==> config.mk <==
export PLATFORM = sky130hd
export DESIGN_NAME = multi_channel_input_debouncer_flat
export DESIGN_NICKNAME = d
export VERILOG_FILES = /design/src/design/mcid_pkg.sv /design/src/design/mcid_in_if.sv /design/src/design/mcid_out_if.sv /design/src/design/mcid_lane.sv /design/src/design/mcid_merge.sv /design/src/design/multi_channel_input_debouncer.sv /design/src/flat_wrapper.sv
export SDC_FILE = /design/constraint.sdc
export NUM_CORES = 1
export LEC_CHECK = 0
export BUFFER_PORTS_ARGS = -buffer_cell sky130_fd_sc_hd__buf_4
export CELL_PAD_IN_SITES_DETAIL_PLACEMENT = 1
export CELL_PAD_IN_SITES_GLOBAL_PLACEMENT = 1
export CORE_ASPECT_RATIO = 0.7
export CORE_UTILIZATION = 49
export DETAILED_ROUTE_END_ITERATION = 12
export HOLD_SLACK_MARGIN = 0.12
export PLACE_DENSITY_LB_ADDON = 0.1
export SYNTH_ARGS = -nofsm -noshare
export SYNTH_HDL_FRONTEND = slang
export SYNTH_SLANG_ARGS = --single-unit
==> constraint.sdc <==
create_clock -name clk -period 5 [get_ports clk]
set_clock_uncertainty 0.1 [all_clocks]
set_input_delay 0.5 -clock clk [delete_from_list [all_inputs] [get_ports clk]]
set_output_delay 0.5 -clock clk [all_outputs]
set_load 0.02 [all_outputs]
==> src/design/mcid_pkg.sv <==
// mcid_pkg: shared widths, register indexes, request codes, lane control and result types for the debouncer
// no dependencies
package mcid_pkg;

  localparam int MASK_W  = 9;
  localparam int DELAY_W = 16;
  localparam int QUERY_W = 4;
  localparam int CFG_IDX_W = 3;
  localparam int CFG_DATA_W = 16;
  localparam int CMP_W = 6;

  localparam logic [CFG_IDX_W-1:0] REG_ENABLE      = 3'd0;
  localparam logic [CFG_IDX_W-1:0] REG_ACTIVE_HIGH = 3'd1;
  localparam logic [CFG_IDX_W-1:0] REG_INIT_PIN    = 3'd2;
  localparam logic [CFG_IDX_W-1:0] REG_PRESET      = 3'd3;
  localparam logic [CFG_IDX_W-1:0] REG_ASSERT_DLY  = 3'd4;
  localparam logic [CFG_IDX_W-1:0] REG_RELEASE_DLY = 3'd5;

  localparam logic REQ_START = 1'b0;
  localparam logic REQ_TICK  = 1'b1;

  typedef struct packed {
    logic               accept;
    logic               is_tick;
    logic               started;
    logic [DELAY_W-1:0] assert_delay;
    logic [DELAY_W-1:0] release_delay;
  } lane_ctrl_t;

  typedef struct packed {
    logic [MASK_W-1:0] debounced_mask;
    logic [MASK_W-1:0] raw_mask;
    logic              queried_active;
    logic              queried_raw;
    logic              started;
  } result_t;

endpackage

==> src/design/mcid_in_if.sv <==
// mcid_in_if: request channel of the debouncer (valid/ready and request fields)
// depends on mcid_pkg
interface mcid_in_if
  import mcid_pkg::*;
();
  logic               valid;
  logic               ready;
  logic               req_type;
  logic [MASK_W-1:0]  pin_levels;
  logic [QUERY_W-1:0] query_channel;

  modport source (output valid, req_type, pin_levels, query_channel, input ready);
  modport sink (input valid, req_type, pin_levels, query_channel, output ready);
endinterface

==> src/design/mcid_out_if.sv <==
// mcid_out_if: result channel of the debouncer (valid/ready and result fields)
// depends on mcid_pkg
interface mcid_out_if
  import mcid_pkg::*;
();
  logic              valid;
  logic              ready;
  logic [MASK_W-1:0] debounced_mask;
  logic [MASK_W-1:0] raw_mask;
  logic              queried_active;
  logic              queried_raw;
  logic              started;

  modport source (output valid, debounced_mask, raw_mask, queried_active, queried_raw,
                  started, input ready);
  modport sink (input valid, debounced_mask, raw_mask, queried_active, queried_raw,
                started, output ready);
endinterface

==> src/design/mcid_lane.sv <==
// mcid_lane: one channel's debounce state and settle counter
// depends on mcid_pkg
module mcid_lane
  import mcid_pkg::*;
(
  input  logic       clk,
  input  logic       rst_n,
  input  lane_ctrl_t ctrl,
  input  logic       enable,
  input  logic       active_high,
  input  logic       init_from_pin,
  input  logic       preset_active,
  input  logic       pin,
  output logic       debounced
);

  logic               deb_r, deb_nxt;
  logic [DELAY_W-1:0] cnt_r, cnt_nxt;
  logic               now_active;
  logic [DELAY_W-1:0] delay;
  logic [DELAY_W-1:0] cnt_inc;

  assign now_active = (pin == active_high);
  assign delay      = now_active ? ctrl.assert_delay : ctrl.release_delay;
  assign cnt_inc    = cnt_r + DELAY_W'(1);

  always_comb begin
    deb_nxt = deb_r;
    cnt_nxt = cnt_r;
    if (ctrl.accept && enable) begin
      if (ctrl.is_tick == REQ_START) begin
        deb_nxt = init_from_pin ? now_active : preset_active;
        cnt_nxt = '0;
      end else if (ctrl.started) begin
        if (now_active == deb_r) begin
          cnt_nxt = '0;
        end else if (delay == '0 || cnt_inc >= delay) begin
          deb_nxt = now_active;
          cnt_nxt = '0;
        end else begin
          cnt_nxt = cnt_inc;
        end
      end
    end
  end

  always_ff @(posedge clk) begin
    if (!rst_n) begin
      deb_r <= 1'b0;
      cnt_r <= '0;
    end else begin
      deb_r <= deb_nxt;
      cnt_r <= cnt_nxt;
    end
  end

  assign debounced = deb_nxt;

  // counter only advances on a counting tick
  assert property (@(posedge clk) disable iff (!rst_n)
    (cnt_r != '0 && cnt_r != $past(cnt_r))
      |-> $past(ctrl.accept && ctrl.is_tick == REQ_TICK && ctrl.started))
    else $error("settle count changed without a counting tick");

endmodule

==> src/design/mcid_merge.sv <==
// mcid_merge: gathers lane states into the result masks and the queried channel
// depends on mcid_pkg
module mcid_merge
  import mcid_pkg::*;
#(
  parameter int LANES = 9
) (
  input  logic [MASK_W-1:0]  lane_en,
  input  logic [MASK_W-1:0]  lane_deb,
  input  logic [MASK_W-1:0]  pin_levels,
  input  logic [QUERY_W-1:0] query_channel,
  input  logic               started,
  output result_t            result
);

  logic q_ok;

  assign q_ok = (CMP_W'(query_channel) < CMP_W'(LANES)) && lane_en[query_channel];

  always_comb begin
    result.debounced_mask = lane_deb & lane_en;
    result.raw_mask       = pin_levels & lane_en;
    result.queried_active = q_ok ? lane_deb[query_channel] : 1'b0;
    result.queried_raw    = q_ok ? pin_levels[query_channel] : 1'b0;
    result.started        = started;
  end

endmodule

==> src/design/multi_channel_input_debouncer.sv <==
// multi_channel_input_debouncer: top level, config registers, lanes, merge, output buffer
// depends on mcid_pkg, mcid_in_if, mcid_out_if, mcid_lane, mcid_merge
//
// channel  | dir | handshake       | payload
// in_chan  | in  | valid / ready   | req_type, pin_levels, query_channel
// out_chan | out | valid / ready   | debounced_mask, raw_mask, queried_*, started
// cfg_*    | in  | cfg_we          | cfg_index, cfg_wdata
//
// one request per cycle while in_chan.ready is high; each result is registered in the output buffer
// all lanes update in parallel in the accept cycle, result held in a 2-entry buffer
// in_chan.ready drops only while both buffer entries are full
// rst_n synchronous: registers to defaults, lanes cleared, not started
module multi_channel_input_debouncer
  import mcid_pkg::*;
#(
  parameter int CHANNELS = 9
) (
  input  logic                  clk,
  input  logic                  rst_n,
  mcid_in_if.sink               in_chan,
  mcid_out_if.source            out_chan,
  input  logic                  cfg_we,
  input  logic [CFG_IDX_W-1:0]  cfg_index,
  input  logic [CFG_DATA_W-1:0] cfg_wdata
);

  localparam int LANES = (CHANNELS < MASK_W) ? CHANNELS : MASK_W;

  logic [MASK_W-1:0]  enable_r, active_high_r, init_pin_r, preset_r;
  logic [DELAY_W-1:0] assert_dly_r, release_dly_r;
  logic               started_r;

  logic               accept;
  lane_ctrl_t         ctrl;
  logic [MASK_W-1:0]  lane_en;
  logic [MASK_W-1:0]  lane_deb;
  result_t            res_new;

  result_t            main_r, skid_r;
  logic               main_v_r, skid_v_r;
  logic               pop;

  // config registers
  always_ff @(posedge clk) begin
    if (!rst_n) begin
      enable_r      <= MASK_W'(511);
      active_high_r <= MASK_W'(1);
      init_pin_r    <= MASK_W'(511);
      preset_r      <= '0;
      assert_dly_r  <= DELAY_W'(10);
      release_dly_r <= DELAY_W'(10);
    end else if (cfg_we) begin
      case (cfg_index)
        REG_ENABLE:      enable_r      <= cfg_wdata[MASK_W-1:0];
        REG_ACTIVE_HIGH: active_high_r <= cfg_wdata[MASK_W-1:0];
        REG_INIT_PIN:    init_pin_r    <= cfg_wdata[MASK_W-1:0];
        REG_PRESET:      preset_r      <= cfg_wdata[MASK_W-1:0];
        REG_ASSERT_DLY:  assert_dly_r  <= cfg_wdata[DELAY_W-1:0];
        REG_RELEASE_DLY: release_dly_r <= cfg_wdata[DELAY_W-1:0];
        default: ;
      endcase
    end
  end

  assign in_chan.ready = !skid_v_r;
  assign accept        = in_chan.valid && in_chan.ready;

  always_ff @(posedge clk) begin
    if (!rst_n) begin
      started_r <= 1'b0;
    end else if (accept && in_chan.req_type == REQ_START) begin
      started_r <= 1'b1;
    end
  end

  always_comb begin
    ctrl.accept        = accept;
    ctrl.is_tick       = in_chan.req_type;
    ctrl.started       = started_r;
    ctrl.assert_delay  = assert_dly_r;
    ctrl.release_delay = release_dly_r;
  end

  for (genvar i = 0; i < LANES; i++) begin : g_lane
    assign lane_en[i] = enable_r[i];
    mcid_lane u_lane (
      .clk           (clk),
      .rst_n         (rst_n),
      .ctrl          (ctrl),
      .enable        (enable_r[i]),
      .active_high   (active_high_r[i]),
      .init_from_pin (init_pin_r[i]),
      .preset_active (preset_r[i]),
      .pin           (in_chan.pin_levels[i]),
      .debounced     (lane_deb[i])
    );
  end

  for (genvar i = LANES; i < MASK_W; i++) begin : g_pad
    assign lane_en[i]  = 1'b0;
    assign lane_deb[i] = 1'b0;
  end

  mcid_merge #(.LANES(LANES)) u_merge (
    .lane_en       (lane_en),
    .lane_deb      (lane_deb),
    .pin_levels    (in_chan.pin_levels),
    .query_channel (in_chan.query_channel),
    .started       (started_r || in_chan.req_type == REQ_START),
    .result        (res_new)
  );

  // output buffer: main entry drives the port, skid catches a request under stall
  assign pop = main_v_r && out_chan.ready;

  always_ff @(posedge clk) begin
    if (!rst_n) begin
      main_v_r <= 1'b0;
      skid_v_r <= 1'b0;
    end else if (pop) begin
      if (skid_v_r) begin
        main_r   <= skid_r;
        skid_v_r <= 1'b0;
      end else if (accept) begin
        main_r <= res_new;
      end else begin
        main_v_r <= 1'b0;
      end
    end else if (accept) begin
      if (!main_v_r) begin
        main_r   <= res_new;
        main_v_r <= 1'b1;
      end else begin
        skid_r   <= res_new;
        skid_v_r <= 1'b1;
      end
    end
  end

  assign out_chan.valid          = main_v_r;
  assign out_chan.debounced_mask = main_r.debounced_mask;
  assign out_chan.raw_mask       = main_r.raw_mask;
  assign out_chan.queried_active = main_r.queried_active;
  assign out_chan.queried_raw    = main_r.queried_raw;
  assign out_chan.started        = main_r.started;

  assert property (@(posedge clk) disable iff (!rst_n)
    skid_v_r |-> main_v_r)
    else $error("skid entry filled while main entry empty");

  assert property (@(posedge clk) disable iff (!rst_n)
    (accept && in_chan.req_type == REQ_TICK && !started_r) |-> (lane_deb == $past(lane_deb)
      || !$past(rst_n)))
    else $error("tick before start changed debounced state");

  assert property (@(posedge clk) disable iff (!rst_n)
    (accept && in_chan.req_type == REQ_START) |=> started_r)
    else $error("start request did not set started");

  assert property (@(posedge clk) disable iff (!rst_n)
    accept |=> main_v_r)
    else $error("accepted request left no result");

endmodule

==> src/flat_wrapper.sv <==
// flat-port wrapper written by rule: the top's interface ports become plain ports
module multi_channel_input_debouncer_flat import mcid_pkg::*;
#(
  parameter int CHANNELS = 9
)
  (clk, rst_n, cfg_we, cfg_index, cfg_wdata, in_chan_valid, in_chan_req_type, in_chan_pin_levels, in_chan_query_channel, in_chan_ready, out_chan_valid, out_chan_debounced_mask, out_chan_raw_mask, out_chan_queried_active, out_chan_queried_raw, out_chan_started, out_chan_ready);
  mcid_in_if in_chan_i ();
  mcid_out_if out_chan_i ();
  input  logic clk;
  input  logic rst_n;
  input  logic cfg_we;
  input  logic [CFG_IDX_W-1:0] cfg_index;
  input  logic [CFG_DATA_W-1:0] cfg_wdata;
  input wire logic [$bits(in_chan_i.valid)-1:0] in_chan_valid;
  input wire logic [$bits(in_chan_i.req_type)-1:0] in_chan_req_type;
  input wire logic [$bits(in_chan_i.pin_levels)-1:0] in_chan_pin_levels;
  input wire logic [$bits(in_chan_i.query_channel)-1:0] in_chan_query_channel;
  output wire logic [$bits(in_chan_i.ready)-1:0] in_chan_ready;
  output wire logic [$bits(out_chan_i.valid)-1:0] out_chan_valid;
  output wire logic [$bits(out_chan_i.debounced_mask)-1:0] out_chan_debounced_mask;
  output wire logic [$bits(out_chan_i.raw_mask)-1:0] out_chan_raw_mask;
  output wire logic [$bits(out_chan_i.queried_active)-1:0] out_chan_queried_active;
  output wire logic [$bits(out_chan_i.queried_raw)-1:0] out_chan_queried_raw;
  output wire logic [$bits(out_chan_i.started)-1:0] out_chan_started;
  input wire logic [$bits(out_chan_i.ready)-1:0] out_chan_ready;
  assign in_chan_i.valid = in_chan_valid;
  assign in_chan_i.req_type = in_chan_req_type;
  assign in_chan_i.pin_levels = in_chan_pin_levels;
  assign in_chan_i.query_channel = in_chan_query_channel;
  assign in_chan_ready = in_chan_i.ready;
  assign out_chan_valid = out_chan_i.valid;
  assign out_chan_debounced_mask = out_chan_i.debounced_mask;
  assign out_chan_raw_mask = out_chan_i.raw_mask;
  assign out_chan_queried_active = out_chan_i.queried_active;
  assign out_chan_queried_raw = out_chan_i.queried_raw;
  assign out_chan_started = out_chan_i.started;
  assign out_chan_i.ready = out_chan_ready;
  multi_channel_input_debouncer #(.CHANNELS(CHANNELS)) u_core (.clk(clk), .rst_n(rst_n), .in_chan(in_chan_i), .out_chan(out_chan_i), .cfg_we(cfg_we), .cfg_index(cfg_index), .cfg_wdata(cfg_wdata));
endmodule
==> run metrics, run 1 <==
gr usage total=0.341; die width=230 µm; Tmin final=4.65 ns; sequential-to-total area share from yosys stat=0.321; syn_nets=2328; clock tree buffer depth=3; Final Max Tran Viols=0; Final TNS setup=0 ns; Clock transition at path regs=0.06 ns; Nets=2367; Detailed Routing Iterations Pass 1=7; simple-gate area share of the yosys netlist=0.219; post-synth top area share=0.251; fill count=4258; initial antenna violation count=4; P_sw=0.00143 W; largest net degree at the start of global routing=83; IO buf count=60; Synth Warn #=0; clk sink count=266; # DRC=0; area leader, netlist=dfxtp_1; Hold Path Class=in -> reg; I/O pin count=61; via count=16700; Non-Filler Instances=2682; most common library cell in the layout ignoring fill and taps=nand2_1; Setup violations, final=0; TritonCTS clock tree=done; Hold Vio Cnt, Final=0; Yosys reg bits=266; Vert. Die Dim=162 µm; Placer Congestion=0.907; Routed WL=64200 µm; DP HPWL=46100 µm; core area=0.0359 mm²; status=finished, final reports clean; Power per Cell Area=265 mW/mm²; mean post-synth cell area=8.37 µm²; sequential share of power=0.423; Max Clk Rate=0.215 GHz; Die ar.=0.0373 mm²; CP Capture Type=flip-flop; Post-DRT Antenna Nets=0; post-DR wirelength/cell=23.9 µm; worst vdd ir=0.244 mV; Critical Path RT=5.22 ns; total design power=0.00537 W; clk_lat worst skew=0.59 ns; DP Cell Count=2611; Area contributors post-synth=dfxtp_1, ha_1, mux2i_1; Post-Synth Adder-Cell Area=0.107; clock power share=0.457; Yosys cell types=66; first-pass GRT wire length=99400 µm; H-Tree Depth=1; main combinational cell family by area after synthesis=simple AND/OR/NAND/NOR gates; max cap viols=0; Leak=8.95 nW; Synth Area in Compound Gates=0.152; vias in the first global route=17200; row count=58; Initial Utilization=0.498; routed wl met2=29700 µm; fraction of layout cells with a size suffix above 1=0.103; FFs w/ async S/R, synth=0; vias per cell=6.24; top_reg_cell synth=dfxtp_1; M1 WL=28100 µm; uppermost routed layer=met4; most frequent cells in the layout=nand2_1, dfxtp_1, a21oi_1; total grt overflow=0; switch share=0.267; crit path DAT=4.87 ns; cts bufs inserted=30; Mapped Area=0.0179 mm²; Iter 0 DRT Violations=1256; worst-margin pin slew=1.14 ns; Post-synth EDFFs=42; Mapped Cells=2137; mux contribution to synthesized area=0.0975; Detail Route met3 WL=4280 µm; Tcrit/Tclk final=0.930; XOR/XNOR Fraction of Synth Area=0.0700; unrepaired setup endpoints after global routing=no; CTS root buf=clkbuf_16; type of origin of the critical path=flip-flop; CP Class=reg -> reg; P&R area growth vs syn=13.3%; Power Internal=0.00394 W; Rel. slew slack=0.240; critical path peak fanout=4; combinational group share of total power=0.120
[metal layers]
metal / track usage / up-vias
met3: 0.0583 / 136
met4: 0.118 / 0
met1: 0.454 / 8324
li1: - / 7755
met2: 0.557 / 529
met5: 0 / -
[path summary, 6_finish.rpt]
check | depth (start not counted) | to | slack (ns) | startpoint
max | 16 | u_core.out_chan.queried_active | 0.35 | u_core.g_lane[4].u_lane.cnt_r[0]
min | 3 | u_core.enable_r[0] | 0.13 | cfg_wdata[0]
max reg2reg | 16 | u_core.out_chan.queried_active | 0.35 | u_core.g_lane[4].u_lane.cnt_r[0]
min reg2reg | 2 | u_core.preset_r[5] | 0.36 | u_core.preset_r[5]
[what timing repair did]
| action | in CTS | in global routing |
|---|---|---|
| setup endpoints to repair | 1 | 19 |
| setup buffers | 0 | 0 |
| hold endpoints to repair | 28 | 0 |
| hold buffers | 13 | 0 |
| gates resized for setup | 1 | 7 |
[layout make-up]
| cell class | instances | area [µm²] | share of cell area |
|---|---|---|---|
| tap | 480 | 601 | 0.0296 |
| clock inverter | 10 | 180 | 0.00889 |
| inverter | 23 | 91.3 | 0.00451 |
| multi-input combinational | 1714 | 11700 | 0.575 |
| clock buffer | 46 | 897 | 0.0443 |
| antenna | 2 | 5.00 | 0.000247 |
| sequential | 266 | 5750 | 0.284 |
| timing repair buffer | 141 | 1090 | 0.0538 |
[cells in the mapped netlist (9+ instances only)]
library cell	n
a22oi_1	51
a21oi_1	190
nand2_1	262
or3_1	10
a211oi_1	13
xor2_1	84
o21ai_1	12
edfxtp_1	42
mux2i_1	145
nand4_1	21
ha_1	153
and2_1	29
xnor2_1	59
o21ai_0	91
nand3_1	95
buf_1	13
nor4_1	18
nand3b_1	51
nor2b_1	9
nor3_1	17
nor3b_1	14
nand2b_1	11
dfxtp_1	224
clkbuf_1	118
nor2_1	169
a21o_1	17
mux2_2	18
inv_1	20
a31oi_1	9
o211ai_1	9
and3_1	74
[critical path: stages, from the launching register on]
cell and delay [ns]:
dfxtp_1 0.42, nand3_1 0.20, nor2_1 0.18, and3_1 0.26
and3_1 0.27, and3_1 0.27, nand3_1 0.11, xnor2_1 0.21
ha_1 0.30, nand4_1 0.16, a2bb2oi_1 0.22, or4b_1 0.54
a211o_1 0.32, and3_1 0.19, and3b_1 0.19, a311oi_2 0.30
a31oi_1 0.12
[stage by stage]
step / util / setup slack (ns) / area [µm²] / hold slack (ns)
floorplan: - / 0.678 / 17900 / 0.333
global placement: 0.529 / 0.371 / 19000 / 0.342
detailed placement: 0.529 / 0.132 / 19000 / 0.347
CTS: 0.563 / 0.237 / 20200 / 0.121
global route: 0.564 / 0.0547 / 20300 / 0.128
finish: 0.564 / 0.351 / 20300 / 0.126
[power by group through the flow]
stage	logic [W]	registers (W)	clock network [W]
final	0.000641	0.00227	0.00245
after global routing	0.000685	0.00227	0.00256
after CTS	0.000629	0.00227	0.00248
after detailed placement	0.000614	0.00232	0
after global placement	0.000594	0.00231	0
after floorplan	0.000383	0.00230	0
[registers in the layout (all words and copies together), names as in the netlist, 9 cells and up]
| signal | count |
|---|---|
| u_core.g_lane.u_lane.cnt_r | 144 |
| u_core.skid_r | 21 |
| u_core.assert_dly_r | 16 |
| u_core.release_dly_r | 16 |
| u_core.active_high_r | 9 |
| u_core.enable_r | 9 |
| u_core.g_lane.u_lane.deb_r | 9 |
| u_core.init_pin_r | 9 |
| u_core.out_chan.debounced_mask | 9 |
| u_core.out_chan.raw_mask | 9 |
| u_core.preset_r | 9 |
[cells by family after synthesis]
family	after synthesis
AND/OR/NAND/NOR	800
buffers and inverters	157
adder cells (fa/ha/maj)	153
multiplexers	167
flip-flops	266
AO/OA/AOI/OAI	451
XOR/XNOR	143
No activity file was read; power rests on OpenSTA's default activity.
==> run 2, diff against run 1 <==
- ABC_CLOCK_PERIOD_IN_PS: not set -> 5000
- CORE_UTILIZATION: 49 -> 48
- CTS_CLUSTER_SIZE: not set -> 12
==> run metrics, run 2 (same netlist as run 1, synthesis figures left out) <==
DP Cell Count=2611; cts bufs inserted=29; most frequent cells in the layout=nand2_1, dfxtp_1, a21oi_1; max cap viols=0; vias per cell=6.30; initial antenna violation count=2; Post-DRT Antenna Nets=0; vias in the first global route=16800; via count=16900; Power per Cell Area=250 mW/mm²; Final Max Tran Viols=0; worst vdd ir=0.250 mV; gr usage total=0.337; Initial Utilization=0.493; I/O pin count=61; CP Capture Type=flip-flop; Tmin final=4.67 ns; Placer Congestion=0.970; clk_lat worst skew=0.58 ns; Multi-input gate area=0.0116 mm²; total grt overflow=0; Hold Path Class=in -> reg; Routed WL=64200 µm; Non-Filler Instances=2677; CTS root buf=clkbuf_16; max FFs per register=144; Hold Vio Cnt, Final=0; Clock transition at path regs=0.06 ns; row count=58; Iter 0 DRT Violations=1275; TritonCTS clock tree=done; type of origin of the critical path=flip-flop; status=finished, final reports clean; Setup violations, final=0; critical path peak fanout=6; Leak=8.88 nW; total design power=0.00502 W; IO buf count=60; Max Clk Rate=0.214 GHz; Nets=2366; fill count=4353; # DRC=0; Reg area=0.00575 mm²; DP HPWL=46400 µm; Detailed Routing Iterations Pass 1=5; clk sink count=266; most common library cell in the layout ignoring fill and taps=nand2_1; clock tree buffer depth=3; Final TNS setup=0 ns; first-pass GRT wire length=98700 µm; register bank with the most flops=u_core.g_lane.u_lane.cnt_r; CP Class=reg -> reg; Util after Layout=0.554; Die ar.=0.0380 mm²; Setup Fix Bufs, Post-CTS=0; core area=0.0363 mm²; fraction of layout cells with a size suffix above 1=0.0989; Rel. slew slack=0.222; worst-margin pin slew=1.16 ns; largest registers=u_core.g_lane.u_lane.cnt_r x144, u_core.skid_r x21; P&R area growth vs syn=12.3%; Critical Path RT=5.32 ns; crit path DAT=4.98 ns; H-Tree Depth=1; Vert. Die Dim=163 µm; die width=233 µm; unrepaired setup endpoints after global routing=no; largest net degree at the start of global routing=172; Tcrit/Tclk final=0.933; post-DR wirelength/cell=24.0 µm
run 2: cell count changes in the layout (fill, tap and decap cells not counted), moves of 2 or more:
cell,change
clkbuf_8,+5
bufinv_16,-5
clkinv_2,-2
clkbuf_16,-3
clkinvlp_4,-2
run 2: final timing paths:
kind,to,cells past startpoint,slack [ns],startpoint
max,u_core.skid_r[2],16,0.33,u_core.g_lane[1].u_lane.cnt_r[2]
min,u_core.active_high_r[4],3,0.15,cfg_wdata[4]
max reg2reg,u_core.skid_r[2],16,0.33,u_core.g_lane[1].u_lane.cnt_r[2]
min reg2reg,u_core.preset_r[8],2,0.36,u_core.preset_r[8]
run 2: cell type report:
cell class                 count  area share
clock inverter                 3    0.000997
inverter                      23     0.00455
antenna                        2    0.000249
sequential                   266       0.286
timing repair buffer         141      0.0549
multi-input combinational   1714       0.579
tap                          480      0.0299
clock buffer                  48      0.0442
run 2: worst max-delay path, stage by stage (launching register included):
cell	delay (ns)
dfxtp_1	0.41
and4_1	0.23
and4_1	0.27
and3_1	0.25
and3_1	0.27
nand3_1	0.14
xnor2_1	0.24
ha_1	0.30
a21o_1	0.19
a21o_1	0.17
a22o_1	0.17
nor4_1	0.35
a21oi_1	0.13
a311oi_1	0.71
a221o_1	0.33
nor3_1	0.07
a21boi_1	0.16
run 2: power breakdown:
group | total [W] | internal [W] | switching, W
sequential | 0.00228 | 0.00222 | 0.0000595
combinational | 0.000638 | 0.000232 | 0.000406
clock | 0.00211 | 0.00120 | 0.000913
run 2: what timing repair did:
action / 4_1_cts / 5_1_grt
gates resized for setup: 0 / 5
hold buffers: 13 / 0
hold endpoints to repair: 28 / 0
setup endpoints to repair: 0 / 5
run 2: stage by stage:
stage | hold slack (ns) | worst slack, ns | cell area, µm²
6_report | 0.145 | 0.334 | 20100
5_1_grt | 0.138 | 0.0757 | 20100
4_1_cts | 0.124 | 0.221 | 20100
3_5_place_dp | 0.353 | 0.265 | 19000
3_3_place_gp | 0.341 | 0.496 | 19000
2_1_floorplan | 0.333 | 0.678 | 17900
run 2: per-layer routing:
metal | global-route usage | wire length (µm) | vias up
met3 | 0.0539 | 4200 | 172
met1 | 0.452 | 28700 | 8336
met4 | 0.138 | 2890 | 0
li1 | - | - | 7781
met2 | 0.536 | 28500 | 564
met5 | 0 | 0 | -
